**src/rtl/rbdr_pkg.sv**
```systemverilog
// Shared types, codes and BCD helper functions for the RTC DST resolver.
package rbdr_pkg;

    typedef enum logic [1:0] {
        MODE_AUTO   = 2'd0,
        MODE_FORCE_ON  = 2'd1,
        MODE_FORCE_OFF = 2'd2,
        MODE_UNUSED    = 2'd3
    } t_dst_mode;

    localparam logic [7:0] MONTH_MARCH   = 8'd3;
    localparam logic [7:0] MONTH_APRIL   = 8'd4;
    localparam logic [7:0] MONTH_SEPT    = 8'd9;
    localparam logic [7:0] MONTH_OCTOBER = 8'd10;
    localparam logic [7:0] DAY_SUNDAY    = 8'd7;
    localparam logic [8:0] MONTH_DAYS    = 9'd31;
    localparam logic [5:0] HOUR_CHANGE_ON  = 6'd2;
    localparam logic [5:0] HOUR_CHANGE_OFF = 6'd3;

    // One snapshot of the clock registers plus the stored flag byte.
    typedef struct packed {
        logic [7:0] seconds_reg;
        logic [7:0] minutes_reg;
        logic [7:0] hours_reg;
        logic [7:0] weekday_reg;
        logic [7:0] date_reg;
        logic [7:0] month_reg;
        logic [7:0] year_reg;
        logic [7:0] stored_flag_reg;
    } t_snapshot;

    typedef struct packed {
        logic [7:0] seconds_bin;
        logic [7:0] minutes_bin;
        logic [5:0] hours_bin;
        logic [7:0] weekday_out;
        logic [7:0] day_bin;
        logic [7:0] month_bin;
        logic [7:0] year_bin;
        logic       dst_active;
        logic       change_announce;
        logic       rewrite_needed;
        logic [7:0] hours_bcd_write;
        logic       flag_write;
    } t_result;

    // Ten times the high nibble plus the low nibble, with no range check.
    function automatic logic [7:0] bcd_decode(input logic [7:0] b);
        logic [7:0] tens;
        tens = {1'b0, b[7:4], 3'b000} + {3'b000, b[7:4], 1'b0};
        return tens + {4'h0, b[3:0]};
    endfunction

    // Encodes an hour already reduced below 24.
    function automatic logic [7:0] bcd_encode_hour(input logic [5:0] v);
        logic [5:0] ones;
        logic [1:0] tens;
        if (v >= 6'd20) begin
            tens = 2'd2;
            ones = v - 6'd20;
        end else if (v >= 6'd10) begin
            tens = 2'd1;
            ones = v - 6'd10;
        end else begin
            tens = 2'd0;
            ones = v;
        end
        return {2'b00, tens, ones[3:0]};
    endfunction

    // Remainder by seven: eight is one modulo seven, so octal digits are summed.
    function automatic logic [2:0] mod7(input logic [7:0] x);
        logic [4:0] s1;
        logic [3:0] s2;
        s1 = {2'b00, x[2:0]} + {2'b00, x[5:3]} + {3'b000, x[7:6]};
        s2 = {1'b0, s1[2:0]} + {2'b00, s1[4:3]};
        if (s2 >= 4'd7) begin
            s2 = s2 - 4'd7;
        end
        return s2[2:0];
    endfunction

endpackage

```
**src/rtl/rbdr_resolve.sv**
```systemverilog
// Combinational decode and daylight saving decision for one snapshot.
module rbdr_resolve
    import rbdr_pkg::*;
(
    input  t_snapshot  i_snap,
    input  logic [1:0] i_mode,
    output t_result    o_result
);

    logic [7:0] day;
    logic [7:0] mon;
    logic [5:0] hr;
    logic [3:0] to_sun;
    logic [8:0] day_sum;
    logic       last_week;
    logic       sunday;
    logic       stored;
    logic       dst;
    logic       announce;
    logic       rewrite;
    logic [6:0] hr_fwd;
    logic [6:0] hr_back;
    logic [5:0] hr_shift;

    always_comb begin
        day    = bcd_decode(i_snap.date_reg);
        mon    = bcd_decode(i_snap.month_reg);
        hr     = ({4'b0000, i_snap.hours_reg[5:4]} * 6'd10) + {2'b00, i_snap.hours_reg[3:0]};
        // Days to the next Sunday; a Sunday itself counts a full week.
        to_sun = 4'd7 - {1'b0, mod7(i_snap.weekday_reg)};
        day_sum   = {1'b0, day} + {5'b00000, to_sun};
        last_week = day_sum > MONTH_DAYS;
        sunday    = i_snap.weekday_reg == DAY_SUNDAY;
        stored    = i_snap.stored_flag_reg == 8'd1;

        dst      = 1'b0;
        announce = 1'b0;
        unique case (t_dst_mode'(i_mode))
            MODE_AUTO: begin
                if (mon >= MONTH_APRIL && mon <= MONTH_SEPT) begin
                    dst = 1'b1;
                end else if (mon == MONTH_MARCH) begin
                    if (last_week) begin
                        dst      = !sunday || hr >= HOUR_CHANGE_ON;
                        announce = sunday && hr == HOUR_CHANGE_ON;
                    end
                end else if (mon == MONTH_OCTOBER) begin
                    if (!last_week) begin
                        dst = 1'b1;
                    end else if (sunday && hr < HOUR_CHANGE_OFF && stored) begin
                        // The repeated hour is still summer time until the flag clears.
                        dst      = 1'b1;
                        announce = hr == HOUR_CHANGE_ON;
                    end
                end
            end
            MODE_FORCE_ON:  dst = 1'b1;
            MODE_FORCE_OFF: dst = 1'b0;
            MODE_UNUSED:    dst = 1'b0;
            default:        dst = 1'b0;
        endcase

        rewrite = dst != stored;

        // The decoded hour can reach 45, so the back shift may wrap twice.
        hr_fwd  = {1'b0, hr} + 7'd1;
        hr_back = {1'b0, hr} + 7'd23;
        if (dst) begin
            hr_shift = (hr_fwd >= 7'd24) ? 6'(hr_fwd - 7'd24) : hr_fwd[5:0];
        end else if (hr_back >= 7'd48) begin
            hr_shift = 6'(hr_back - 7'd48);
        end else if (hr_back >= 7'd24) begin
            hr_shift = 6'(hr_back - 7'd24);
        end else begin
            hr_shift = hr_back[5:0];
        end

        o_result.seconds_bin     = bcd_decode(i_snap.seconds_reg);
        o_result.minutes_bin     = bcd_decode(i_snap.minutes_reg);
        o_result.hours_bin       = rewrite ? hr_shift : hr;
        o_result.weekday_out     = i_snap.weekday_reg;
        o_result.day_bin         = day;
        o_result.month_bin       = mon;
        o_result.year_bin        = bcd_decode(i_snap.year_reg);
        o_result.dst_active      = dst;
        o_result.change_announce = announce;
        o_result.rewrite_needed  = rewrite;
        o_result.hours_bcd_write = rewrite ? bcd_encode_hour(hr_shift) : 8'h00;
        o_result.flag_write      = rewrite && dst;
    end

endmodule

```
**src/rtl/rtc_bcd_dst_resolver_top.sv**
```systemverilog
// Top level of the RTC DST resolver: input register, resolve logic, result register.
//
// Usage: a request on the input channel carries one snapshot of the seven BCD
// clock register bytes and the stored DST flag byte. The block answers each
// request with exactly one result carrying the decoded time, the DST and
// announce flags, and the rewrite values for the hour and flag bytes.
// Both channels use valid and stall; a request moves when valid is high and
// stall is low. The mode register is written over the config channel, whose
// ready is always high; write it only while no request is in flight.
// A request accepted at a clock edge sits in the input register; the result
// register then loads from it and raises result valid, unless the receiver stalls.
// Throughput is one request per cycle while the receiver does not stall, set by the
// two-stage register pipeline. When the receiver stalls, the result register holds;
// an empty input register still takes one more request, and only then is input stall raised.
// Synchronous reset empties both stages and sets the mode to automatic.
module rtc_bcd_dst_resolver_top
    import rbdr_pkg::*;
(
    input  logic       i_clk,
    input  logic       i_rst_n,
    input  logic       i_cfg_valid,
    output logic       o_cfg_ready,
    input  logic [1:0] i_cfg_data,
    input  logic       i_in_valid,
    output logic       o_in_stall,
    input  logic [7:0] i_seconds_reg,
    input  logic [7:0] i_minutes_reg,
    input  logic [7:0] i_hours_reg,
    input  logic [7:0] i_weekday_reg,
    input  logic [7:0] i_date_reg,
    input  logic [7:0] i_month_reg,
    input  logic [7:0] i_year_reg,
    input  logic [7:0] i_stored_flag_reg,
    output logic       o_out_valid,
    input  logic       i_out_stall,
    output logic [7:0] o_seconds_bin,
    output logic [7:0] o_minutes_bin,
    output logic [5:0] o_hours_bin,
    output logic [7:0] o_weekday_out,
    output logic [7:0] o_day_bin,
    output logic [7:0] o_month_bin,
    output logic [7:0] o_year_bin,
    output logic       o_dst_active,
    output logic       o_change_announce,
    output logic       o_rewrite_needed,
    output logic [7:0] o_hours_bcd_write,
    output logic       o_flag_write
);

    logic [1:0] r_mode;
    logic       r_s1_valid;
    t_snapshot  r_snap;
    logic       r_s2_valid;
    t_result    r_result;
    t_result    n_result;
    logic       s2_load;
    logic       s1_load;

    assign o_cfg_ready = 1'b1;

    assign s2_load    = !r_s2_valid || !i_out_stall;
    assign s1_load    = !r_s1_valid || s2_load;
    assign o_in_stall = !s1_load;

    rbdr_resolve u_resolve (
        .i_snap   (r_snap),
        .i_mode   (r_mode),
        .o_result (n_result)
    );

    always_ff @(posedge i_clk) begin
        if (!i_rst_n) begin
            r_mode     <= MODE_AUTO;
            r_s1_valid <= 1'b0;
            r_s2_valid <= 1'b0;
        end else begin
            if (i_cfg_valid && o_cfg_ready) begin
                r_mode <= i_cfg_data;
            end
            if (s1_load) begin
                r_s1_valid <= i_in_valid;
            end
            if (s2_load) begin
                r_s2_valid <= r_s1_valid;
            end
        end
    end

    always_ff @(posedge i_clk) begin
        if (s1_load && i_in_valid) begin
            r_snap <= '{seconds_reg:     i_seconds_reg,
                        minutes_reg:     i_minutes_reg,
                        hours_reg:       i_hours_reg,
                        weekday_reg:     i_weekday_reg,
                        date_reg:        i_date_reg,
                        month_reg:       i_month_reg,
                        year_reg:        i_year_reg,
                        stored_flag_reg: i_stored_flag_reg};
        end
        if (s2_load && r_s1_valid) begin
            r_result <= n_result;
        end
    end

    assign o_out_valid       = r_s2_valid;
    assign o_seconds_bin     = r_result.seconds_bin;
    assign o_minutes_bin     = r_result.minutes_bin;
    assign o_hours_bin       = r_result.hours_bin;
    assign o_weekday_out     = r_result.weekday_out;
    assign o_day_bin         = r_result.day_bin;
    assign o_month_bin       = r_result.month_bin;
    assign o_year_bin        = r_result.year_bin;
    assign o_dst_active      = r_result.dst_active;
    assign o_change_announce = r_result.change_announce;
    assign o_rewrite_needed  = r_result.rewrite_needed;
    assign o_hours_bcd_write = r_result.hours_bcd_write;
    assign o_flag_write      = r_result.flag_write;

`ifndef SYNTHESIS
    // Input stall only rises when both stages hold a request.
    a_stall_full: assert property (@(posedge i_clk) disable iff (!i_rst_n)
        o_in_stall |-> (r_s1_valid && r_s2_valid))
        else $error("input stalled with a free stage");

    // A changeover announcement only happens while DST still applies.
    a_announce_dst: assert property (@(posedge i_clk) disable iff (!i_rst_n)
        (o_out_valid && o_change_announce) |-> o_dst_active)
        else $error("announce without DST");

    // Without a rewrite the write-back fields stay zero.
    a_no_rewrite: assert property (@(posedge i_clk) disable iff (!i_rst_n)
        (o_out_valid && !o_rewrite_needed) |-> (o_hours_bcd_write == 8'h00 && !o_flag_write))
        else $error("write-back fields set without rewrite");

    // A rewrite always leaves an hour below 24 and the flag equal to DST.
    a_rewrite_hour: assert property (@(posedge i_clk) disable iff (!i_rst_n)
        (o_out_valid && o_rewrite_needed) |->
            (o_hours_bin < 6'd24 && o_flag_write == o_dst_active))
        else $error("rewrite hour or flag inconsistent");
`endif

endmodule
```
**config.mk**
```make
export PLATFORM = sky130hd
export DESIGN_NAME = rtc_bcd_dst_resolver_top
export DESIGN_NICKNAME = d
export VERILOG_FILES = /design/src/rtl/rbdr_pkg.sv /design/src/rtl/rbdr_resolve.sv /design/src/rtl/rtc_bcd_dst_resolver_top.sv
export SDC_FILE = /design/constraint.sdc
export NUM_CORES = 1
export LEC_CHECK = 0
export BUFFER_PORTS_ARGS = -buffer_cell sky130_fd_sc_hd__buf_2
export CORE_UTILIZATION = 55
export CTS_BUF_LIST = sky130_fd_sc_hd__clkbuf_16
export CTS_CLUSTER_DIAMETER = 100
export DETAILED_ROUTE_END_ITERATION = 10
export PLACE_DENSITY = 0.8
export SYNTH_ARGS = -nofsm -noshare
export SYNTH_HDL_FRONTEND = slang
export SYNTH_SLANG_ARGS = --single-unit
```
**constraint.sdc**
```tcl
create_clock -name i_clk -period 21.3 [get_ports i_clk]
set_input_delay 6.39 -clock i_clk [delete_from_list [all_inputs] [get_ports i_clk]]
set_output_delay 6.39 -clock i_clk [all_outputs]
set_load 0.01 [all_outputs]
```
==> After elaboration in Yosys (flattened, before gate mapping) <==
Cells that the tools add are included.
Widths: inputs -> output; s select.
{ "word_totals": {"regBits": 132, "output_inout_bits": 69, "elab_cells": 113, "in_bits": 71} }
{ "classes": {"n_mux": 22, "n_bitwise": 2, "magnitude_cmp": 11, "n_eq_ne": 9, "reduce_logical": 19, "mul": 1, "n_addsub": 24} }
{ "ops": {"columns": ["operator", "count"], "rows": [
  ["$add 7x5->8", 5],
  ["$add 8x4->8", 5],
  ["$mux 6", 5],
  ["$ge 7x5->1 const B", 2],
  ["$mux 1", 12],
  ["$sub 6x5->6 const B", 2],
  ["$add 8x4->9", 1],
  ["$gt 9x5->1 const B", 1],
  ["$eq 8x1->1 const B", 1],
  ["$eq 8x2->1 const B", 1],
  ["$eq 8x3->1 const B", 1],
  ["$eq 8x4->1 const B", 1],
  ["$ge 8x3->1 const B", 1],
  ["$le 8x4->1 const B", 1],
  ["$mux 4", 2],
  ["$add 6x1->7 const B", 1],
  ["$add 6x5->7 const B", 1],
  ["$ge 7x6->1 const B", 1],
  ["$logic_and 1x1->1", 7],
  ["$add 6x4->6", 1],
  ["$eq 6x2->1 const B", 1],
  ["$ge 6x2->1 const B", 1],
  ["$ge 6x4->1 const B", 1],
  ["$ge 6x5->1 const B", 1],
  ["22 further kinds", 32]
]} }

==> Depth between registers and ports, before layout <==
Gate-level depths: netlist of run 1.
{ "depth": {"ltp_word": 17, "mapped_depth": 26, "depth_no_buf": 26} }

==> Modules after synthesis <==
Synthesis of run 1 repeated with hierarchy kept, for this count alone.
{ "unflattened": {"cells_unflattened": 531, "area_unflattened_um2": 7143.1} }
{ "by_module_without_submodules": {"columns": ["mod", "cells_each", "area_per_inst_um2", "seq_area_each_um2", "n_inst"], "rows": [
  ["rtc_bcd_dst_resolver_top", 146, 4071.4, 3983.8, 1],
  ["rbdr_resolve", 385, 3071.7, 0.0, 1]
]} }

==> Worst setup path after synthesis of run 1 <==
OpenSTA, ideal clock, no wires.
{ "synth_path": {"path_kind": "in2out", "startpoint": "input i_out_stall", "endpoint": "output o_in_stall", "t_arrival_ns": 6.610, "path_stages": 1, "required_ns": 14.910, "path_slack_ns": 8.300, "n_path_buf": 0, "path_cell_list": "and3_1"} }
{ "synth_between": {"elab_chain_cells": 4} }
{ "synth_lines": {"columns": ["item", "line_no", "text"], "rows": [
  ["from (decl)", "rtc_bcd_dst_resolver_top.sv:35", "input logic i_out_stall,"],
  ["$logic_not 1->1", "rtc_bcd_dst_resolver_top.sv:61", "assign s2_load = !r_s2_valid || !i_out_stall;"],
  ["$logic_or 1x1->1", "rtc_bcd_dst_resolver_top.sv:61", null],
  ["$logic_or 1x1->1", "rtc_bcd_dst_resolver_top.sv:62", "assign s1_load = !r_s1_valid || s2_load;"],
  ["$logic_not 1->1", "rtc_bcd_dst_resolver_top.sv:63", "assign o_in_stall = !s1_load;"],
  ["to (decl)", "rtc_bcd_dst_resolver_top.sv:25", "output logic o_in_stall,"]
]} }
Every way passes these cells.

==> Worst setup path in the final report of run 1 <==
Same ends and word-level chain as after synthesis.

==> flow_metrics.env, run 1 <==
export IMPL_status="complete, no violations"
export IMPL_irDropWorstVdd_mv=0.07205
export IMPL_ys_top_cells_by_count="126 x edfxtp_1, 63 x ha_1, 26 x a21oi_1"
export IMPL_worstSetupPathDepth=3
export IMPL_drv_cap=0
export IMPL_crit_path_end_kind="primary output"
export IMPL_clkPwrFrac_pct=37.2
export IMPL_multi_input_area_um2=2800
export IMPL_nFillCells=848
export IMPL_num_rows=40
export IMPL_hold_class="reg2reg"
export IMPL_slowest_stage="and3_1"
export IMPL_arrival_ns=6.97
export IMPL_cts_resized=0
export IMPL_wirelength_um=13260
export IMPL_critical_path_most_common_cell="buf_2"
export IMPL_swShare_pct=27.50
export IMPL_clockRootBuffer="clkbuf_16"
export IMPL_core_area_um2=12010
export IMPL_wl_per_cell_um=16.85
export IMPL_grtUsageTotal_pct=22.16
export IMPL_htree_levels=4
export IMPL_antenna_found_initial=2
export IMPL_fmax_mhz=74.87
export IMPL_firstDrtPassIters=4
export IMPL_timing_hold_ws_ns=0.4158
export IMPL_critPathRequiredTime_ns=14.91
export IMPL_gp_congestion=0.8819
export IMPL_grt_max_degree=48
export IMPL_r2r_slack_ns=14.15
export IMPL_cts_path_max_buffers=2
export IMPL_path_delay_family="buffers and inverters"
export IMPL_seqPwrFrac_pct=40.3
export IMPL_drt_initial_drc_count=364
export IMPL_grt_ovfl_total=0
export IMPL_ys_warnings_count=0
export IMPL_fin_crit_sh_pct=62.71
export IMPL_yosys_most_used_dff="edfxtp_1"
export IMPL_slew_violations=0
export IMPL_cp_num_buf_inv=2
export IMPL_grt_pass1_vias=4591
export IMPL_r2r_end="o_hours_bcd_write[1]"
export IMPL_total_power_w=0.0007737
export IMPL_yosysMostFrequentCell="edfxtp_1"
export IMPL_clock_sinks=130
export IMPL_intPower_w=0.0005610
export IMPL_grt_pass1_wl_um=21330
export IMPL_tns_ns=0
export IMPL_post_route_cells_drive_above_1_share_pct=28.64
export IMPL_p_switching_w=0.0002128
export IMPL_synth_edf_count=126
export IMPL_skew_ns=0.003993
export IMPL_die_w_um=113.0
export IMPL_initial_core_util_pct=56.39
export IMPL_syn_inst=480
export IMPL_cts_hold_fix_buffers=0
export IMPL_cts_setup_buffers=0
export IMPL_dp_hpwl_um=9813
export IMPL_syn_area_um2=6773
export IMPL_rsz0062_at_grt="false"
export IMPL_finish_instance_area_um2=8212
export IMPL_cp_max_fo=3
export IMPL_dieArea_um2=12760
export IMPL_crit_path_end="o_in_stall"
export IMPL_fp_dieH_um=113.0
export IMPL_synth_seq_cells=130
export IMPL_boundaryPins=140
export IMPL_post_drt_via_cell_ratio=5.701
export IMPL_cts_buffers=17
export IMPL_regArea_um2=3864
export IMPL_timing_critical_path_from="i_out_stall"
export IMPL_cp_start_kind="input port"
export IMPL_path_clk_slew_ns=0.06
export IMPL_syn_area_per_cell_um2=14.11
export IMPL_r2r_cells=24
export IMPL_post_route_min_period_ns=13.36
export IMPL_slew_limit_headroom_pct=26.03
export IMPL_port_buffers=134
export IMPL_synthArstFlopShare_pct=0
export IMPL_yosysTopAreaCell="edfxtp_1"
export IMPL_path_cells="buf_2 > and3_1 > buf_2"
export IMPL_p_leak_nw=3.427
export IMPL_yosys_top_cells_area="edfxtp_1 56%, ha_1 12%, fa_1 4.4%"
export IMPL_slowest_delay_ns=0.26
export IMPL_setup_viol=0
export IMPL_hold_viol_final=0
export IMPL_r2r_start="r_snap[32]"
export IMPL_dr_total_vias=4487
export IMPL_final_antenna_net_count=0
export IMPL_drc=0
export IMPL_fin_util_pct=68.36
export IMPL_tightest_slew_ns=1.107
export IMPL_tritoncts="built"
export IMPL_syn2layout_area_growth_pct=21.25
export IMPL_yosysSeqAreaShare_pct=57.05
export IMPL_crit_type="in2out"
export IMPL_worstSkewPairLatency_ns=0.42
export IMPL_synth_top_area_share_pct=55.87
export IMPL_finalNetCount=775
export IMPL_placedInstanceArea_um2=7616
export IMPL_power_density_nw_per_um2=94.22
export IMPL_p_comb_share_pct=22.5
export IMPL_synth_cell_type_count=74
-- kinds of logic after synthesis --
kind of cell    count (synthesis)  share of synthesized area [%]
xor+xnor                       30                          4.101
fa+ha+maj                      78                          16.07
other cells                     2                         0.1109
simple gates                   96                          8.129
mux                            11                          1.644
buf+inv                        32                          1.940
flops                         130                          57.05
compound gates                101                          10.96
-- layout make-up --
cell class | instances | area share [%]
Antenna cell | 1 | 0.03047
Clock buffer | 17 | 5.181
Clock inverter | 15 | 2.042
Inverter | 22 | 1.006
Multi-Input combinational cell | 319 | 34.10
Sequential cell | 130 | 47.05
Tap cell | 147 | 2.240
Timing Repair Buffer | 136 | 8.350
-- how the worst min path moves through the flow --
stage	start	to	slack, ns	cells past startpoint
after floorplan	r_snap[48]	o_minutes_bin[0]	0.40	0
after global placement	r_snap[8]	o_year_bin[0]	0.40	0
after detailed placement	r_snap[8]	o_year_bin[0]	0.42	0
after CTS	r_snap[56]	o_seconds_bin[0]	0.42	0
after global routing	r_snap[8]	o_year_bin[0]	0.42	0
final	r_snap[56]	o_seconds_bin[0]	0.42	0
-- layer usage --
| layer | wire length, µm | track usage (%) | share of wire, % |
|---|---|---|---|
| met5 | 10 | 0 | 0.075 |
| met2 | 6961 | 39.05 | 52 |
| met1 | 5202 | 24.55 | 39 |
| met4 | 413 | 11.23 | 3.1 |
| met3 | 673 | 6.374 | 5.1 |
-- power groups by stage --
stage / registers (W) / logic (W) / clock network [W]
5_1_grt: 0.000314 / 0.000193 / 0.000302
6_report: 0.000312 / 0.000174 / 0.000288
4_1_cts: 0.000312 / 0.000174 / 0.000293
3_5_place_dp: 0.000317 / 0.000172 / 0
2_1_floorplan: 0.000321 / 0.000123 / 0
3_3_place_gp: 0.000316 / 0.000162 / 0
-- layout by cell type, fill, tap and decap left out, drive strengths merged, types with 15 or more instances in the layout --
cell | Yosys | routed
buf | 3 | 136
edfxtp | 126 | 126
ha | 63 | 63
a21oi | 27 | 27
inv | 21 | 23
xnor2 | 20 | 20
nand2 | 19 | 19
nor2 | 19 | 19
clkbuf | 7 | 17
fa | 15 | 15
-- registers in the layout, indices dropped and copies added (netlist names) --
signal             cells
o_weekday_out          8
o_minutes_bin          8
o_year_bin             8
o_seconds_bin          8
o_dst_active           1
o_hours_bin            6
o_flag_write           1
r_snap                62
o_change_announce      1
r_mode                 2
r_s1_valid             1
o_day_bin              8
o_rewrite_needed       1
o_hours_bcd_write      6
o_out_valid            1
o_month_bin            8
-- stage by stage --
| stage | std cells | worst slack (ns) |
|---|---|---|
| 3_5_place_dp | 754 | 7.945 |
| 6_report | 787 | 7.943 |
| 2_1_floorplan | 481 | 8.300 |
| 4_1_cts | 786 | 7.942 |
| 3_3_place_gp | 754 | 7.971 |
| 5_1_grt | 787 | 7.906 |
Power figures use the tool's default switching activity.
==> run 2: changes to the inputs <==
Clock period 21.3 ns to 13.85 ns, I/O delays scaled along.
==> run 2 against run 1 <==
- worst hold slack improved by 0.0036 ns
- core utilization down 0.12 points
- largest cell class unchanged
- critical endpoint unchanged
- wire length is 0.84% lower
- non-clock buffer count stayed put
- first-iteration DRC count is 26% lower
- final area fell by 0.18%
==> flow_metrics.env, run 2 (synthesis gave the netlist of run 1 again) <==
export IMPL_status="complete, no violations"
export IMPL_regArea_um2=3864
export IMPL_slew_limit_headroom_pct=25.15
export IMPL_slew_violations=0
export IMPL_min_path_cells=0
export IMPL_finalNetCount=775
export IMPL_regMostFlops="r_snap"
export IMPL_skew_ns=0.008764
export IMPL_cts_hold_fix_buffers=0
export IMPL_dieArea_um2=12760
export IMPL_critical_path_most_common_cell="buf_2"
export IMPL_dp_hpwl_um=9689
export IMPL_tritoncts="built"
export IMPL_wl_per_cell_um=16.71
export IMPL_p_leak_nw=3.443
export IMPL_htree_levels=4
export IMPL_grt_pass1_vias=4544
export IMPL_drc=0
export IMPL_slowest_delay_ns=0.25
export IMPL_r2r_start="r_snap[35]"
export IMPL_grt_max_degree=48
export IMPL_power_density_nw_per_um2=144.2
export IMPL_drv_cap=0
export IMPL_nFillCells=862
export IMPL_r2r_cells=24
export IMPL_cp_max_fo=3
export IMPL_clock_sinks=130
export IMPL_timing_critical_path_from="i_out_stall"
export IMPL_tightest_slew_ns=1.120
export IMPL_post_route_min_period_ns=8.872
export IMPL_wirelength_um=13150
export IMPL_path_delay_family="buffers and inverters"
export IMPL_r2r_end="o_hours_bcd_write[1]"
export IMPL_final_antenna_net_count=0
export IMPL_grtUsageTotal_pct=21.85
export IMPL_dr_total_vias=4390
export IMPL_cts_setup_buffers=0
export IMPL_largest_reg_flops=62
export IMPL_die_w_um=113.0
export IMPL_num_rows=40
export IMPL_irDropWorstVdd_mv=0.1203
export IMPL_fmax_mhz=112.7
export IMPL_post_drt_via_cell_ratio=5.578
export IMPL_tns_ns=0
export IMPL_r2r_slack_ns=6.68
export IMPL_crit_path_end_kind="primary output"
export IMPL_path_clk_slew_ns=0.06
export IMPL_multi_input_area_um2=2800
export IMPL_hold_viol_final=0
export IMPL_clockRootBuffer="clkbuf_16"
export IMPL_gp_congestion=0.8932
export IMPL_final_cell_mix="134 x buf_2, 126 x edfxtp_1, 63 x ha_1"
export IMPL_worstSetupPathDepth=3
export IMPL_hold_class="reg2reg"
export IMPL_boundaryPins=140
export IMPL_drt_initial_drc_count=271
export IMPL_cp_num_buf_inv=2
export IMPL_layout_commonest_cell="buf_2"
export IMPL_grt_pass1_wl_um=21090
export IMPL_post_route_cells_drive_above_1_share_pct=28.01
export IMPL_core_area_um2=12010
export IMPL_crit_type="in2out"
export IMPL_fin_crit_sh_pct=64.06
export IMPL_path_cells="buf_2 > and3_1 > buf_2"
export IMPL_fp_dieH_um=113.0
export IMPL_fin_util_pct=68.24
export IMPL_syn2layout_area_growth_pct=21.02
export IMPL_cts_buffers=17
export IMPL_cts_resized=0
export IMPL_cts_path_max_buffers=2
export IMPL_critPathRequiredTime_ns=9.69
export IMPL_holdCritStartpoint="r_snap[56]"
export IMPL_worstSkewPairLatency_ns=0.41
export IMPL_arrival_ns=4.72
export IMPL_rsz0062_at_grt="false"
export IMPL_initial_core_util_pct=56.39
export IMPL_firstDrtPassIters=4
export IMPL_grt_ovfl_total=0
export IMPL_hold_path_end="o_seconds_bin[0]"
export IMPL_slowest_stage="and3_1"
export IMPL_port_buffers=134
export IMPL_antenna_found_initial=2
export IMPL_cp_start_kind="input port"
export IMPL_setup_viol=0
[run 2: cell types whose count changed in the layout (fill, tap and decap cells not counted)]
cell,delta
clkinv_1,+1
clkinv_4,+1
clkinvlp_4,-4
inv_1,+3
inv_6,-1
[run 2: metal layers]
| layer | GRT usage, % | vias up | part of all wire (%) |
|---|---|---|---|
| li1 | - | 2126 | - |
| met1 | 24.24 | 2092 | 40 |
| met2 | 37.74 | 142 | 51 |
| met3 | 8.034 | 28 | 5.8 |
| met4 | 9.737 | 2 | 2.2 |
| met5 | 0 | - | 0.099 |
[run 2: where the power goes]
group          internal [W]  switching [W]
clock network      0.000278       0.000158
logic              0.000115       0.000152
registers          0.000468      0.0000118
[run 2: worst max path at each step]
stage	endpoint	slack, ns
finish	o_in_stall	4.98
detailed placement	o_in_stall	4.98
CTS	o_in_stall	4.98
floorplan	o_change_announce	4.44
global route	o_in_stall	4.95
global placement	o_in_stall	4.99
[run 2: area by class of cell]
type                            count  share of cell area [%]
Inverter                           22                   1.007
Timing Repair Buffer              136                   8.365
Sequential cell                   130                   47.14
Clock buffer                       17                   5.190
Clock inverter                     15                   1.862
Antenna cell                        1                 0.03053
Multi-Input combinational cell    319                   34.16
Tap cell                          147                   2.244
[run 2: per-stage QoR]
step                      cell area (µm²)  hold WS [ns]  total power, W  setup slack (ns)  std cells
after global routing                 8197        0.4265        0.001239             4.945        787
final                                8197        0.4194        0.001182             4.978        787
after CTS                            8194        0.4238        0.001190             4.978        786
after floorplan                      6777        0.4003       0.0006832             4.443        481
after detailed placement             7616        0.4073       0.0007523             4.980        754
after global placement               7616        0.4057       0.0007349             4.992        754
[run 2: worst reg2reg max path: stages (launching register included)]
cell and delay (ns):
edfxtp_1 0.44, ha_1 0.24, fa_1 0.52, inv_1 0.07
fa_1 0.42, nor3_1 0.39, fa_1 0.50, ha_1 0.26
a22o_1 0.24, xnor2_1 0.13, ha_1 0.20, fa_1 0.36
nor2_1 0.15, or4b_4 0.49, a211o_1 0.27, o2111a_2 0.21
nor2_8 0.20, mux2i_1 0.33, xor2_1 0.43, ha_1 0.24
o41ai_1 0.07, a21oi_1 0.14, o21a_1 0.24, nor2b_1 0.25
mux2i_1 0.21
==> run 3: changes to the inputs <==
Settings changed: ABC_AREA set to 1, CORE_UTILIZATION 55 to 50, PLACE_DENSITY 0.8 to 0.77.
Clock period 13.85 ns to 8 ns, I/O delays scaled along.
==> run 3 against run 2 <==
- die area up 11%
- worst hold slack better by 0.012 ns
- clock-buffer cell count unchanged
- final area up 2.5%
- total power up 85%
- register-to-register slack worse by 4.7 ns
==> flow_metrics.env, run 3 <==
export IMPL_tightest_slew_ns=0.8439
export IMPL_wirelength_um=13970
export IMPL_path_delay_family="adder cells"
export IMPL_synth_seq_cells=130
export IMPL_drt_initial_drc_count=233
export IMPL_clockRootBuffer="clkbuf_16"
export IMPL_yosysMostFrequentCell="edfxtp_1"
export IMPL_hold_class="reg2reg"
export IMPL_place_ws_ns=2.062
export IMPL_layout_commonest_cell="buf_2"
export IMPL_finalWorstSetupSlack_ns=2.023
export IMPL_fmax_mhz=167.3
export IMPL_crit_type="reg2reg"
export IMPL_fin_crit_sh_pct=74.71
export IMPL_drv_cap=0
export IMPL_skew_ns=0.006289
export IMPL_final_antenna_net_count=0
export IMPL_largest_reg_flops=62
export IMPL_post_route_min_period_ns=5.977
export IMPL_post_drt_via_cell_ratio=5.068
export IMPL_cts_hold_fix_buffers=0
export IMPL_boundaryPins=140
export IMPL_cts_setup_buffers=0
export IMPL_grt_max_degree=65
export IMPL_tns_ns=0
export IMPL_worstSkewPairLatency_ns=0.42
export IMPL_multi_input_area_um2=2708
export IMPL_status="complete, no violations"
export IMPL_regArea_um2=3864
export IMPL_r2r_slack_ns=2.02
export IMPL_yosys_top_cells_area="edfxtp_1 55%, ha_1 12%, nand2_1 6.2%"
export IMPL_syn_area_per_cell_um2=11.46
export IMPL_syn_area_um2=6854
export IMPL_yosysSeqAreaShare_pct=56.37
export IMPL_tritoncts="built"
export IMPL_firstDrtPassIters=5
export IMPL_antenna_found_initial=2
export IMPL_wl_per_cell_um=14.87
export IMPL_rsz0062_at_grt="false"
export IMPL_r2r_end="o_hours_bcd_write[2]"
export IMPL_critPathRequiredTime_ns=8.18
export IMPL_yosysTopAreaCell="edfxtp_1"
export IMPL_htree_levels=4
export IMPL_slowest_delay_ns=0.56
export IMPL_placedInstanceArea_um2=7744
export IMPL_dp_hpwl_um=10270
export IMPL_ys_top_cells_by_count="126 x edfxtp_1, 113 x nand2_1, 65 x inv_1"
export IMPL_arrival_ns=6.15
export IMPL_path_clk_slew_ns=0.06
export IMPL_crit_path_end_kind="register"
export IMPL_grtUsageTotal_pct=20.98
export IMPL_irDropWorstVdd_mv=0.1534
export IMPL_cts_resized=0
export IMPL_synth_cell_type_count=38
export IMPL_regMostFlops="r_snap"
export IMPL_grt_ovfl_total=0
export IMPL_core_area_um2=13300
export IMPL_hold_viol_final=0
export IMPL_ys_warnings_count=0
export IMPL_worstSetupPathDepth=25
export IMPL_r2r_start="r_snap[32]"
export IMPL_yosys_most_used_dff="edfxtp_1"
export IMPL_cts_buffers=17
export IMPL_syn_inst=598
export IMPL_num_rows=42
export IMPL_finalNetCount=898
export IMPL_dr_total_vias=4759
export IMPL_post_route_cells_drive_above_1_share_pct=27.99
export IMPL_dieArea_um2=14180
export IMPL_port_buffers=134
export IMPL_cp_start_kind="register"
export IMPL_gp_congestion=0.8788
export IMPL_final_cell_mix="134 x buf_2, 126 x edfxtp_1, 113 x nand2_1"
export IMPL_fp_dieH_um=119.1
export IMPL_setup_viol=0
export IMPL_slew_violations=0
export IMPL_p_leak_nw=3.821
export IMPL_nFillCells=1020
export IMPL_crit_path_end="o_hours_bcd_write[2]"
export IMPL_die_w_um=119.1
export IMPL_grt_pass1_vias=4786
export IMPL_r2r_cells=25
export IMPL_cp_num_buf_inv=3
export IMPL_cp_max_fo=14
export IMPL_grt_pass1_wl_um=22410
export IMPL_synthArstFlopShare_pct=0
export IMPL_timing_critical_path_from="r_snap[32]"
export IMPL_power_density_nw_per_um2=259.7
export IMPL_drc=0
export IMPL_synth_edf_count=126
export IMPL_clock_sinks=130
export IMPL_syn2layout_area_growth_pct=22.56
export IMPL_cts_path_max_buffers=2
export IMPL_slew_limit_headroom_pct=43.74
export IMPL_initial_core_util_pct=51.55
export IMPL_slowest_stage="ha_1"
export IMPL_synth_top_area_share_pct=55.20
export IMPL_finish_instance_area_um2=8401
run 3: cell type report:
class / instances / area share (%)
Antenna cell: 2 / 0.05958
Multi-Input combinational cell: 393 / 32.23
Sequential cell: 130 / 45.99
Clock buffer: 17 / 5.064
Clock inverter: 14 / 2.696
Tap cell: 176 / 2.621
Inverter: 71 / 3.172
Timing Repair Buffer: 136 / 8.162
run 3: worst min path at each step:
stage               startpoint          endpoint  cells after the start
floorplan           r_snap[48]  o_minutes_bin[0]                      0
global placement     r_snap[8]     o_year_bin[0]                      0
detailed placement  r_snap[56]  o_seconds_bin[0]                      0
CTS                 r_snap[56]  o_seconds_bin[0]                      0
global route        r_snap[56]  o_seconds_bin[0]                      0
finish              r_snap[56]  o_seconds_bin[0]                      0
run 3: logic make-up (layout without fill, tap and decap cells):
kind of cell | after synthesis | in the layout | synth area share (%)
and+or+nand+nor | 250 | 250 | 17.29
DFF | 130 | 130 | 56.37
adders and majority gates | 78 | 78 | 15.88
buffers and inverters | 76 | 238 | 4.344
AOI/OAI and AO/OA | 45 | 45 | 3.815
xor gates and xnor gates | 16 | 16 | 2.045
other | 2 | 5 | 0.1096
muxes | 1 | 1 | 0.1460
run 3: layer usage:
| layer | part of all wire, % | vias to the layer above | routed length [µm] | GRT usage (%) |
|---|---|---|---|---|
| met5 | 0 | - | 0 | 0 |
| met4 | 4.1 | 0 | 569 | 12.10 |
| met3 | 4.5 | 37 | 635 | 4.693 |
| met2 | 49 | 158 | 6810 | 35.32 |
| met1 | 43 | 2221 | 5951 | 24.69 |
| li1 | - | 2343 | - | - |
run 3: stage by stage:
step | hold slack, ns | cells | util (%) | power (W)
finish | 0.4318 | 939 | 63.18 | 0.002181
global placement | 0.4016 | 906 | 58.24 | 0.001304
floorplan | 0.4003 | 599 | - | 0.001198
detailed placement | 0.4167 | 906 | 58.24 | 0.001329
global route | 0.4360 | 939 | 63.18 | 0.002286
CTS | 0.4304 | 937 | 63.15 | 0.002195
run 3: where the power goes:
group	switching (W)	total (W)	internal (W)
combinational	0.000306	0.000488	0.000182
sequential	0.0000190	0.000832	0.000813
clock	0.000304	0.000861	0.000557
total	0.000630	0.00218	0.00155
run 3: worst reg2reg max path, cell delays in order, from the launching register on:
cell and delay [ns]:
edfxtp_1 0.44, ha_1 0.26, fa_1 0.53, inv_1 0.07, fa_1 0.40, or2_2 0.31, nor2_1 0.21, fa_1 0.45
ha_1 0.24, nand2_1 0.10, nand2_1 0.10, xnor2_1 0.14, ha_1 0.20, fa_1 0.37, a21oi_1 0.15, nand3_1 0.09
nand2_1 0.08, nand3_1 0.18, nand3_2 0.15, nand3_4 0.12, nand2_4 0.13, inv_2 0.06, ha_1 0.56, inv_1 0.19
nand3_1 0.12, nand2_1 0.06
